[src/sv/r2h_pkg.sv]
// ----------------------------------------------------------------------------
// r2h_pkg
// Shared types, constants and the restoring divide step for the RGB to HSL
// converter pipeline.
// ----------------------------------------------------------------------------
`default_nettype none

package r2h_pkg;

  // channel geometry
  localparam int CHANNEL_BITS = 8;
  localparam int HUE_BITS     = 9;

  // hue divide needs quotients up to 120, so seven bits
  localparam int HUE_Q_BITS = 7;

  // quotient length shared by both dividers, rounded up to an even count
  localparam int DIV_Q_RAW  = (CHANNEL_BITS > HUE_Q_BITS) ? CHANNEL_BITS : HUE_Q_BITS;
  localparam int STEPS_PER_STAGE = 2;
  localparam int DIV_Q_BITS = ((DIV_Q_RAW + STEPS_PER_STAGE - 1) / STEPS_PER_STAGE)
                              * STEPS_PER_STAGE;
  localparam int DIV_STAGES = DIV_Q_BITS / STEPS_PER_STAGE;

  // divisor and partial remainder width (divisors reach 2*full scale)
  localparam int DIV_BITS = CHANNEL_BITS + 1;

  // numerator widths: 2*d*full + den, and 120*(diff+d) + d
  localparam int SAT_NUM_BITS = 2 * CHANNEL_BITS + 2;
  localparam int HUE_NUM_BITS = CHANNEL_BITS + 8;

  // full scale and twice full scale
  localparam logic [CHANNEL_BITS:0] FULL_SCALE = {1'b0, {CHANNEL_BITS{1'b1}}};
  localparam logic [CHANNEL_BITS:0] TWO_FULL   = {{CHANNEL_BITS{1'b1}}, 1'b0};

  // hue offsets per sector after removing the 60 degree bias of the quotient
  localparam logic [HUE_BITS-1:0] HUE_WRAP      = 9'd360;
  localparam logic [HUE_BITS-1:0] HUE_RED_BASE  = 9'd300;
  localparam logic [HUE_BITS-1:0] HUE_RED_SPLIT = 9'd60;
  localparam logic [HUE_BITS-1:0] HUE_GRN_BASE  = 9'd60;
  localparam logic [HUE_BITS-1:0] HUE_BLU_BASE  = 9'd180;

  typedef logic [CHANNEL_BITS-1:0] chan_t;

  typedef enum logic [1:0] {
    SEC_RED,
    SEC_GREEN,
    SEC_BLUE
  } sector_t;

  typedef struct packed {
    chan_t red;
    chan_t green;
    chan_t blue;
    chan_t opacity_in;
  } pix_t;

  typedef struct packed {
    logic [HUE_BITS-1:0] hue;
    chan_t               saturation;
    chan_t               lightness;
    chan_t               opacity_out;
  } hsl_t;

  // one restoring divider lane: remainder, dividend bits still to shift in
  // (quotient bits shift in from the bottom), divisor
  typedef struct packed {
    logic [DIV_BITS-1:0]   rem;
    logic [DIV_Q_BITS-1:0] low;
    logic [DIV_BITS-1:0]   dvs;
  } lane_t;

  typedef struct packed {
    logic    grey;
    sector_t sector;
    chan_t   lightness;
    chan_t   opacity;
    lane_t   sat;
    lane_t   hue;
  } work_t;

  // one quotient bit of restoring division
  function automatic lane_t lane_step(lane_t x);
    lane_t             y;
    logic [DIV_BITS:0] t;
    logic [DIV_BITS:0] dx;
    y  = x;
    t  = {x.rem, x.low[DIV_Q_BITS-1]};
    dx = {1'b0, x.dvs};
    y.low = {x.low[DIV_Q_BITS-2:0], 1'b0};
    if (t >= dx) begin
      t        = t - dx;
      y.low[0] = 1'b1;
    end
    y.rem = t[DIV_BITS-1:0];
    return y;
  endfunction

endpackage

`default_nettype wire

[src/sv/r2h_div_stage.sv]
// ----------------------------------------------------------------------------
// r2h_div_stage
// One register stage of the two restoring dividers; retires a fixed number
// of quotient bits for saturation and hue per word.
// ----------------------------------------------------------------------------
`default_nettype none

module r2h_div_stage
  import r2h_pkg::*;
(
  input  wire logic  clk,
  input  wire logic  rst,
  input  wire logic  up_valid,
  input  wire work_t up_work,
  output logic       up_ready,
  output logic       dn_valid,
  output work_t      dn_work,
  input  wire logic  dn_ready
);

  work_t work_next;

  // quotient bits for this stage
  always_comb begin
    work_next = up_work;
    for (int i = 0; i < STEPS_PER_STAGE; i++) begin
      work_next.sat = lane_step(work_next.sat);
      work_next.hue = lane_step(work_next.hue);
    end
  end

  // stage loads when empty or when the next stage takes its word
  assign up_ready = !dn_valid || dn_ready;

  always_ff @(posedge clk) begin
    if (rst) begin
      dn_valid <= 1'b0;
    end else if (up_ready) begin
      dn_valid <= up_valid;
    end
  end

  always_ff @(posedge clk) begin
    if (up_ready && up_valid) begin
      dn_work <= work_next;
    end
  end

endmodule

`default_nettype wire

[src/sv/rgb_to_hsl_converter_unit.sv]
// ----------------------------------------------------------------------------
// rgb_to_hsl_converter_unit
// Pipelined RGBA to HSL converter: max/min stage, numerator setup stage,
// radix-2 restoring divider stages for saturation and hue, output register.
// ----------------------------------------------------------------------------
// Path: stage 1, stage 2, the divider stages and the output register lie between pixel
// acceptance and hsl_valid; quotient bits are retired two per divider stage.
// Throughput: one pixel per cycle while the output is not stalled; every stage holds its own
// valid bit and fills bubbles while the output is stalled.
// Reset: synchronous, clears all valid bits; the data registers are not reset.
`default_nettype none

module rgb_to_hsl_converter_unit
  import r2h_pkg::*;
(
  input  wire logic clk,
  input  wire logic rst,
  input  wire logic pixel_valid,
  output logic      pixel_stall,
  input  wire pix_t pixel,
  output logic      hsl_valid,
  input  wire logic hsl_stall,
  output hsl_t      hsl
);

  // ready chain, index k means "divider stage k can take a word"
  logic  dv   [DIV_STAGES+1];
  work_t dw   [DIV_STAGES+1];
  logic  drdy [DIV_STAGES+1];

  logic out_ready;
  logic s1_ready;
  logic s2_ready;

  // stage 1 registers
  logic    s1_valid;
  chan_t   s1_mx;
  chan_t   s1_mn;
  chan_t   s1_pa;
  chan_t   s1_pb;
  sector_t s1_sector;
  chan_t   s1_alpha;

  chan_t   mx_next;
  chan_t   mn_next;
  chan_t   pa_next;
  chan_t   pb_next;
  sector_t sector_next;

  // stage 2 registers
  logic  s2_valid;
  work_t s2_work;
  work_t s2_work_next;

  logic [CHANNEL_BITS:0]   sum_w;
  logic [CHANNEL_BITS-1:0] d_w;
  logic [CHANNEL_BITS+1:0] light_w;
  logic [CHANNEL_BITS:0]   den_full;
  logic [CHANNEL_BITS-1:0] den_w;
  logic [CHANNEL_BITS+1:0] hdiff_w;
  logic [SAT_NUM_BITS-1:0] sat_num;
  logic [SAT_NUM_BITS-1:0] sat_hi;
  logic [HUE_NUM_BITS-1:0] hue_num;
  logic [HUE_NUM_BITS-1:0] hue_hi;

  hsl_t                  hsl_next;
  logic [HUE_BITS-1:0]   hue_q;

  // handshake chain from the output back to the input
  assign out_ready   = !hsl_valid || !hsl_stall;
  assign s2_ready    = !s2_valid || drdy[0];
  assign s1_ready    = !s1_valid || s2_ready;
  assign pixel_stall = !s1_ready;

  // largest channel with red over green over blue on ties, and smallest
  always_comb begin
    if (pixel.red >= pixel.green && pixel.red >= pixel.blue) begin
      sector_next = SEC_RED;
      mx_next     = pixel.red;
      pa_next     = pixel.green;
      pb_next     = pixel.blue;
    end else if (pixel.green >= pixel.blue) begin
      sector_next = SEC_GREEN;
      mx_next     = pixel.green;
      pa_next     = pixel.blue;
      pb_next     = pixel.red;
    end else begin
      sector_next = SEC_BLUE;
      mx_next     = pixel.blue;
      pa_next     = pixel.red;
      pb_next     = pixel.green;
    end
    mn_next = pixel.red;
    if (pixel.green < mn_next) begin
      mn_next = pixel.green;
    end
    if (pixel.blue < mn_next) begin
      mn_next = pixel.blue;
    end
  end

  always_ff @(posedge clk) begin
    if (rst) begin
      s1_valid <= 1'b0;
    end else if (s1_ready) begin
      s1_valid <= pixel_valid;
    end
  end

  always_ff @(posedge clk) begin
    if (s1_ready && pixel_valid) begin
      s1_mx     <= mx_next;
      s1_mn     <= mn_next;
      s1_pa     <= pa_next;
      s1_pb     <= pb_next;
      s1_sector <= sector_next;
      s1_alpha  <= pixel.opacity_in;
    end
  end

  // lightness, denominators and divider numerators
  always_comb begin
    sum_w    = {1'b0, s1_mx} + {1'b0, s1_mn};
    d_w      = s1_mx - s1_mn;
    light_w  = {1'b0, sum_w} + {{(CHANNEL_BITS+1){1'b0}}, 1'b1};
    den_full = (sum_w <= FULL_SCALE) ? sum_w : (TWO_FULL - sum_w);
    den_w    = den_full[CHANNEL_BITS-1:0];

    // 2*d*full + den
    sat_num = (SAT_NUM_BITS'(d_w) << (CHANNEL_BITS + 1)) - (SAT_NUM_BITS'(d_w) << 1)
              + SAT_NUM_BITS'(den_w);
    // 120*(diff + d) + d, never negative
    hdiff_w = (CHANNEL_BITS+2)'(s1_pa) + (CHANNEL_BITS+2)'(d_w)
              - (CHANNEL_BITS+2)'(s1_pb);
    hue_num = (HUE_NUM_BITS'(hdiff_w) << 7) - (HUE_NUM_BITS'(hdiff_w) << 3)
              + HUE_NUM_BITS'(d_w);

    sat_hi = sat_num >> DIV_Q_BITS;
    hue_hi = hue_num >> DIV_Q_BITS;

    s2_work_next.grey      = (d_w == '0);
    s2_work_next.sector    = s1_sector;
    s2_work_next.lightness = light_w[CHANNEL_BITS:1];
    s2_work_next.opacity   = s1_alpha;
    s2_work_next.sat.rem   = sat_hi[DIV_BITS-1:0];
    s2_work_next.sat.low   = sat_num[DIV_Q_BITS-1:0];
    s2_work_next.sat.dvs   = {den_w, 1'b0};
    s2_work_next.hue.rem   = hue_hi[DIV_BITS-1:0];
    s2_work_next.hue.low   = hue_num[DIV_Q_BITS-1:0];
    s2_work_next.hue.dvs   = {d_w, 1'b0};
  end

  always_ff @(posedge clk) begin
    if (rst) begin
      s2_valid <= 1'b0;
    end else if (s2_ready) begin
      s2_valid <= s1_valid;
    end
  end

  always_ff @(posedge clk) begin
    if (s2_ready && s1_valid) begin
      s2_work <= s2_work_next;
    end
  end

  // divider stages
  assign dv[0]            = s2_valid;
  assign dw[0]            = s2_work;
  assign drdy[DIV_STAGES] = out_ready;

  for (genvar k = 0; k < DIV_STAGES; k++) begin : g_div
    r2h_div_stage u_stage (
      .clk      (clk),
      .rst      (rst),
      .up_valid (dv[k]),
      .up_work  (dw[k]),
      .up_ready (drdy[k]),
      .dn_valid (dv[k+1]),
      .dn_work  (dw[k+1]),
      .dn_ready (drdy[k+1])
    );
  end

  // hue from sector and biased quotient, grey forces zero
  always_comb begin
    hue_q = HUE_BITS'(dw[DIV_STAGES].hue.low[HUE_Q_BITS-1:0]);
    case (dw[DIV_STAGES].sector)
      SEC_RED: begin
        hsl_next.hue = (hue_q < HUE_RED_SPLIT) ? (HUE_RED_BASE + hue_q)
                                               : (hue_q - HUE_RED_SPLIT);
      end
      SEC_GREEN: begin
        hsl_next.hue = HUE_GRN_BASE + hue_q;
      end
      SEC_BLUE: begin
        hsl_next.hue = HUE_BLU_BASE + hue_q;
      end
      default: begin
        hsl_next.hue = '0;
      end
    endcase
    hsl_next.saturation  = dw[DIV_STAGES].sat.low[CHANNEL_BITS-1:0];
    hsl_next.lightness   = dw[DIV_STAGES].lightness;
    hsl_next.opacity_out = dw[DIV_STAGES].opacity;
    if (dw[DIV_STAGES].grey) begin
      hsl_next.hue        = '0;
      hsl_next.saturation = '0;
    end
  end

  // output register
  always_ff @(posedge clk) begin
    if (rst) begin
      hsl_valid <= 1'b0;
    end else if (out_ready) begin
      hsl_valid <= dv[DIV_STAGES];
    end
  end

  always_ff @(posedge clk) begin
    if (out_ready && dv[DIV_STAGES]) begin
      hsl <= hsl_next;
    end
  end

  // checks
  a_hue_range: assert property (@(posedge clk) disable iff (rst)
    hsl_valid |-> (hsl.hue < HUE_WRAP))
    else $error("hue out of range");

  a_zero_sat_is_grey: assert property (@(posedge clk) disable iff (rst)
    (hsl_valid && hsl.saturation == '0) |-> (hsl.hue == '0))
    else $error("zero saturation with nonzero hue");

  a_divisor_nonzero: assert property (@(posedge clk) disable iff (rst)
    (s2_valid && !s2_work.grey) |-> (s2_work.sat.dvs != '0 && s2_work.hue.dvs != '0))
    else $error("zero divisor on a colored pixel");

  a_empty_output_takes_input: assert property (@(posedge clk) disable iff (rst)
    !hsl_valid |-> !pixel_stall)
    else $error("input stalled with an empty output register");

endmodule

`default_nettype wire

[config.mk]
export PLATFORM = sky130hd
export DESIGN_NAME = rgb_to_hsl_converter_unit
export DESIGN_NICKNAME = d
export VERILOG_FILES = /design/src/sv/r2h_pkg.sv /design/src/sv/r2h_div_stage.sv /design/src/sv/rgb_to_hsl_converter_unit.sv
export SDC_FILE = /design/constraint.sdc
export NUM_CORES = 1
export LEC_CHECK = 0
export CAP_MARGIN = 20
export CORE_ASPECT_RATIO = 1.2
export CORE_MARGIN = 10
export CORE_UTILIZATION = 58
export DETAILED_ROUTE_END_ITERATION = 10
export DONT_BUFFER_PORTS = 1
export GPL_TIMING_DRIVEN = 0
export PLACE_DENSITY = 0.74
export SLEW_MARGIN = 5
export SYNTH_ARGS = -nofsm -noshare
export SYNTH_HDL_FRONTEND = slang
export SYNTH_SLANG_ARGS = --single-unit
[constraint.sdc]
create_clock -name clk -period 9.8 [get_ports clk]
set_input_delay 1.96 -clock clk [delete_from_list [all_inputs] [get_ports clk]]
set_output_delay 1.96 -clock clk [all_outputs]
set_load 0.01 [all_outputs]
==> results.json <==
{
  "fin_crit_ps": 6330,
  "ctsResizeCount": 0,
  "synth_top_area_cell": "edfxtp_1",
  "slowest_stage": "fa_1",
  "syn_to_final_growth_pct": 9.15,
  "crit_top_cell": "ha_1",
  "rr_worst_depth": 23,
  "required_ps": 10070,
  "synth_common_cells": "365 x edfxtp_1, 216 x ha_1, 203 x inv_1",
  "port_buffers": 0,
  "synth_nets": 2135,
  "cp_num_buf_inv": 3,
  "fp-row-count": 78,
  "clk-insertion-delay-late_ps": 530,
  "synth.distinct_cells": 85,
  "rsz0062_at_grt": "no",
  "async_reset_ff_share_pct": 0,
  "synthFlopType": "edfxtp_1",
  "critical_path.max_stage_delay_ps": 570,
  "grt_first_pass_wirelength_um": 69200,
  "setup_tns_ps": 0,
  "drt_iter0_drc": 615,
  "min_path_type": "reg -> reg",
  "setup_viol": 0,
  "min_path_cells": 0,
  "whs_endpoint": "g_div[2].u_stage.dn_work[39]",
  "worstMarginPinSlew_ps": 934,
  "cts_tree": "yes",
  "slew-limit-headroom_pct": 36.9,
  "post-cts-setup-buffers": 0,
  "ant_nets": 0,
  "leakage_nw": 9.97,
  "antenna_found_initial": 0,
  "synth_cells": 1858,
  "syn_area_um2": 22300,
  "drc_errors": 0,
  "r2r-end": "dw[308]",
  "holdWs_ps": 405,
  "yosysMostFrequentCell": "edfxtp_1",
  "initial_core_util_pct": 58.9,
  "dp_hpwl_um": 32800,
  "cp-end-kind": "register",
  "crit_arrival_ps": 6600,
  "grt_pass1_vias": 14100,
  "cts_root_buffer": "clkbuf_16",
  "die-area_um2": 46800,
  "finalMaxSlewViolations": 0,
  "crit_chain": "ha_1 > fa_1 > nor2b_1 > o21a_1 > nor3_1 > nor2_1 > inv_1 > fa_1 > inv_1 > ha_1 > nand3_1 > o2111ai_1 > xor2_1 > inv_1 > ha_1 > ha_1 > a21o_1 > a21oi_1 > nor2b_1 > a31oi_1 > a211oi_1 > or3_1 > xnor3_1",
  "cts_inserted_buffers": 38,
  "p_per_area_nw_per_um2": 339,
  "htreeDepth": 2,
  "coreArea_um2": 38000,
  "num_vias": 13900,
  "ys_seq_area_share_pct": 49.7,
  "synth_seq_cells": 372,
  "fin_crit_sh_pct": 64.6,
  "cts_buffer_depth": 3,
  "ir_drop_mv": 0.526,
  "hold_buffers": 0,
  "track_usage_pct": 17.9,
  "chipWidth_um": 199,
  "synth_edf_count": 365,
  "max_cap_viol_count": 0,
  "io_pins": 71,
  "globalplace.congestion": 0.914,
  "setup.worst_path.start": "s1_mn[0]",
  "layout.nets": 2183,
  "ys_warn_count": 0,
  "start_kind": "register",
  "via_per_inst": 5.76,
  "overflow": 0,
  "clk_pin_slew_ps": 60,
  "synth.area.top_cells": "edfxtp_1 49%, ha_1 12%, mux2_2 3.9%",
  "postSynthAreaPerCell_um2": 12.0,
  "finalWirelength_um": 41900,
  "die_y_um": 235,
  "r2r_start": "s1_mn[0]",
  "status": "finished clean",
  "drive_gt1_share_pct": 9.82,
  "clock-skew-final_ps": 12.7,
  "worstPathMaxFanout": 6,
  "hp-start": "g_div[1].u_stage.dn_work[37]",
  "post_drt_wl_per_cell_um": 17.4,
  "crit_cells": 23,
  "clock-sinks": 372,
  "critical_path_class": "reg -> reg",
  "synth.top_cell.area_share_pct": 49.0,
  "dr.pass1.iters": 5,
  "grt_max_degree": 37,
  "fmaxAchievable_mhz": 158,
  "cp_top_family": "adder cells",
  "rrSetupSlack_ps": 3470,
  "hold_viol": 0
}
worst max path at each step:
stage,to
floorplan,dw[287]
global placement,dw[333]
detailed placement,dw[308]
CTS,dw[308]
global route,dw[308]
finish,dw[308]
metal layers:
| layer | vias up | wire, µm | global-route usage [%] |
|---|---|---|---|
| met2 | 287 | 20800 | 31.1 |
| met3 | 106 | 1810 | 2.99 |
| li1 | 6929 | - | - |
| met5 | - | 0 | 0 |
| met4 | 0 | 1730 | 7.89 |
| met1 | 6595 | 17600 | 21.4 |
placed cells by master, fill, tap and decap left out, types with 12 or more instances in the layout:
master     Yosys  final
nand2b_1      25     25
nand4_1       19     19
a21oi_1       97     97
xnor2_1       79     79
mux2i_1       86     86
nand2_1       62     62
a31oi_1       12     12
o21ai_0       79     79
mux2_2        77     77
o21bai_1      17     17
clkbuf_16      0     38
buf_2         12     12
nand3_1       27     27
xor2_1        33     33
nor2b_1       49     45
nor2_1       104    104
nor3_1        24     24
o21a_1        20     20
inv_1        203    203
edfxtp_1     365    365
a21o_1        36     36
fa_1          25     25
clkbuf_1      13     23
ha_1         216    216
worst register-to-register path, cell delays in order (launching register included):
cell and delay [ps]:
edfxtp_1 390, ha_1 230, fa_1 500, nor2b_1 170
o21a_1 160, nor3_1 50, nor2_1 550, inv_1 220
fa_1 570, inv_1 50, ha_1 380, nand3_1 100
o2111ai_1 280, xor2_1 230, inv_1 80, ha_1 310
ha_1 350, a21o_1 170, a21oi_1 230, nor2b_1 100
a31oi_1 170, a211oi_1 90, or3_1 330, xnor3_1 360
registers in the layout (all words and copies together), names as in the netlist:
register and cells:
g_div.u_stage.dn_work 226, dw 64, hsl 33, s1_alpha 8, s1_mn 8, s1_mx 8, s1_pa 8, s1_pb 8
g_div.u_stage.dn_valid 4, s1_sector 2, hsl_valid 1, s1_valid 1, s2_valid 1
through the flow:
step	cell area, µm²	total power [W]	utilization, %	instances	setup WS, ps
after floorplan	22300	0.00602	-	1858	1980
after global placement	22900	0.00675	60.4	2338	43.6
after detailed placement	23200	0.00687	61.1	2346	3500
after CTS	24400	0.00830	64.2	2414	3440
after global routing	24400	0.00892	64.2	2414	3110
final	24400	0.00826	64.3	2415	3470
power breakdown:
part           switching [W]  total [W]  internal (W)
Clock               0.000571    0.00137      0.000801
Sequential         0.0000751    0.00227       0.00219
Combinational        0.00246    0.00462       0.00216
Total                0.00311    0.00826       0.00515
area by class of cell:
cell class | instances | area, µm²
fill | 2804 | 13600
sequential | 372 | 11100
multi-input combinational | 1255 | 10400
clock buffer | 48 | 988
inverter | 204 | 766
tap | 480 | 601
clock inverter | 20 | 206
timing repair buffer | 8 | 183
buffer | 27 | 128
antenna | 1 | 2.50
logic make-up after synthesis:
kind of cell	Yosys count	share of synthesized area [%]
flip-flops	372	49.7
AO/OA/AOI/OAI	365	10.9
AND/OR/NAND/NOR	365	8.31
adder cells (fa/ha/maj)	241	14.3
buffers and inverters	231	4.00
multiplexers	169	8.14
XOR/XNOR	115	4.69
No activity file was read; power rests on OpenSTA's default activity.
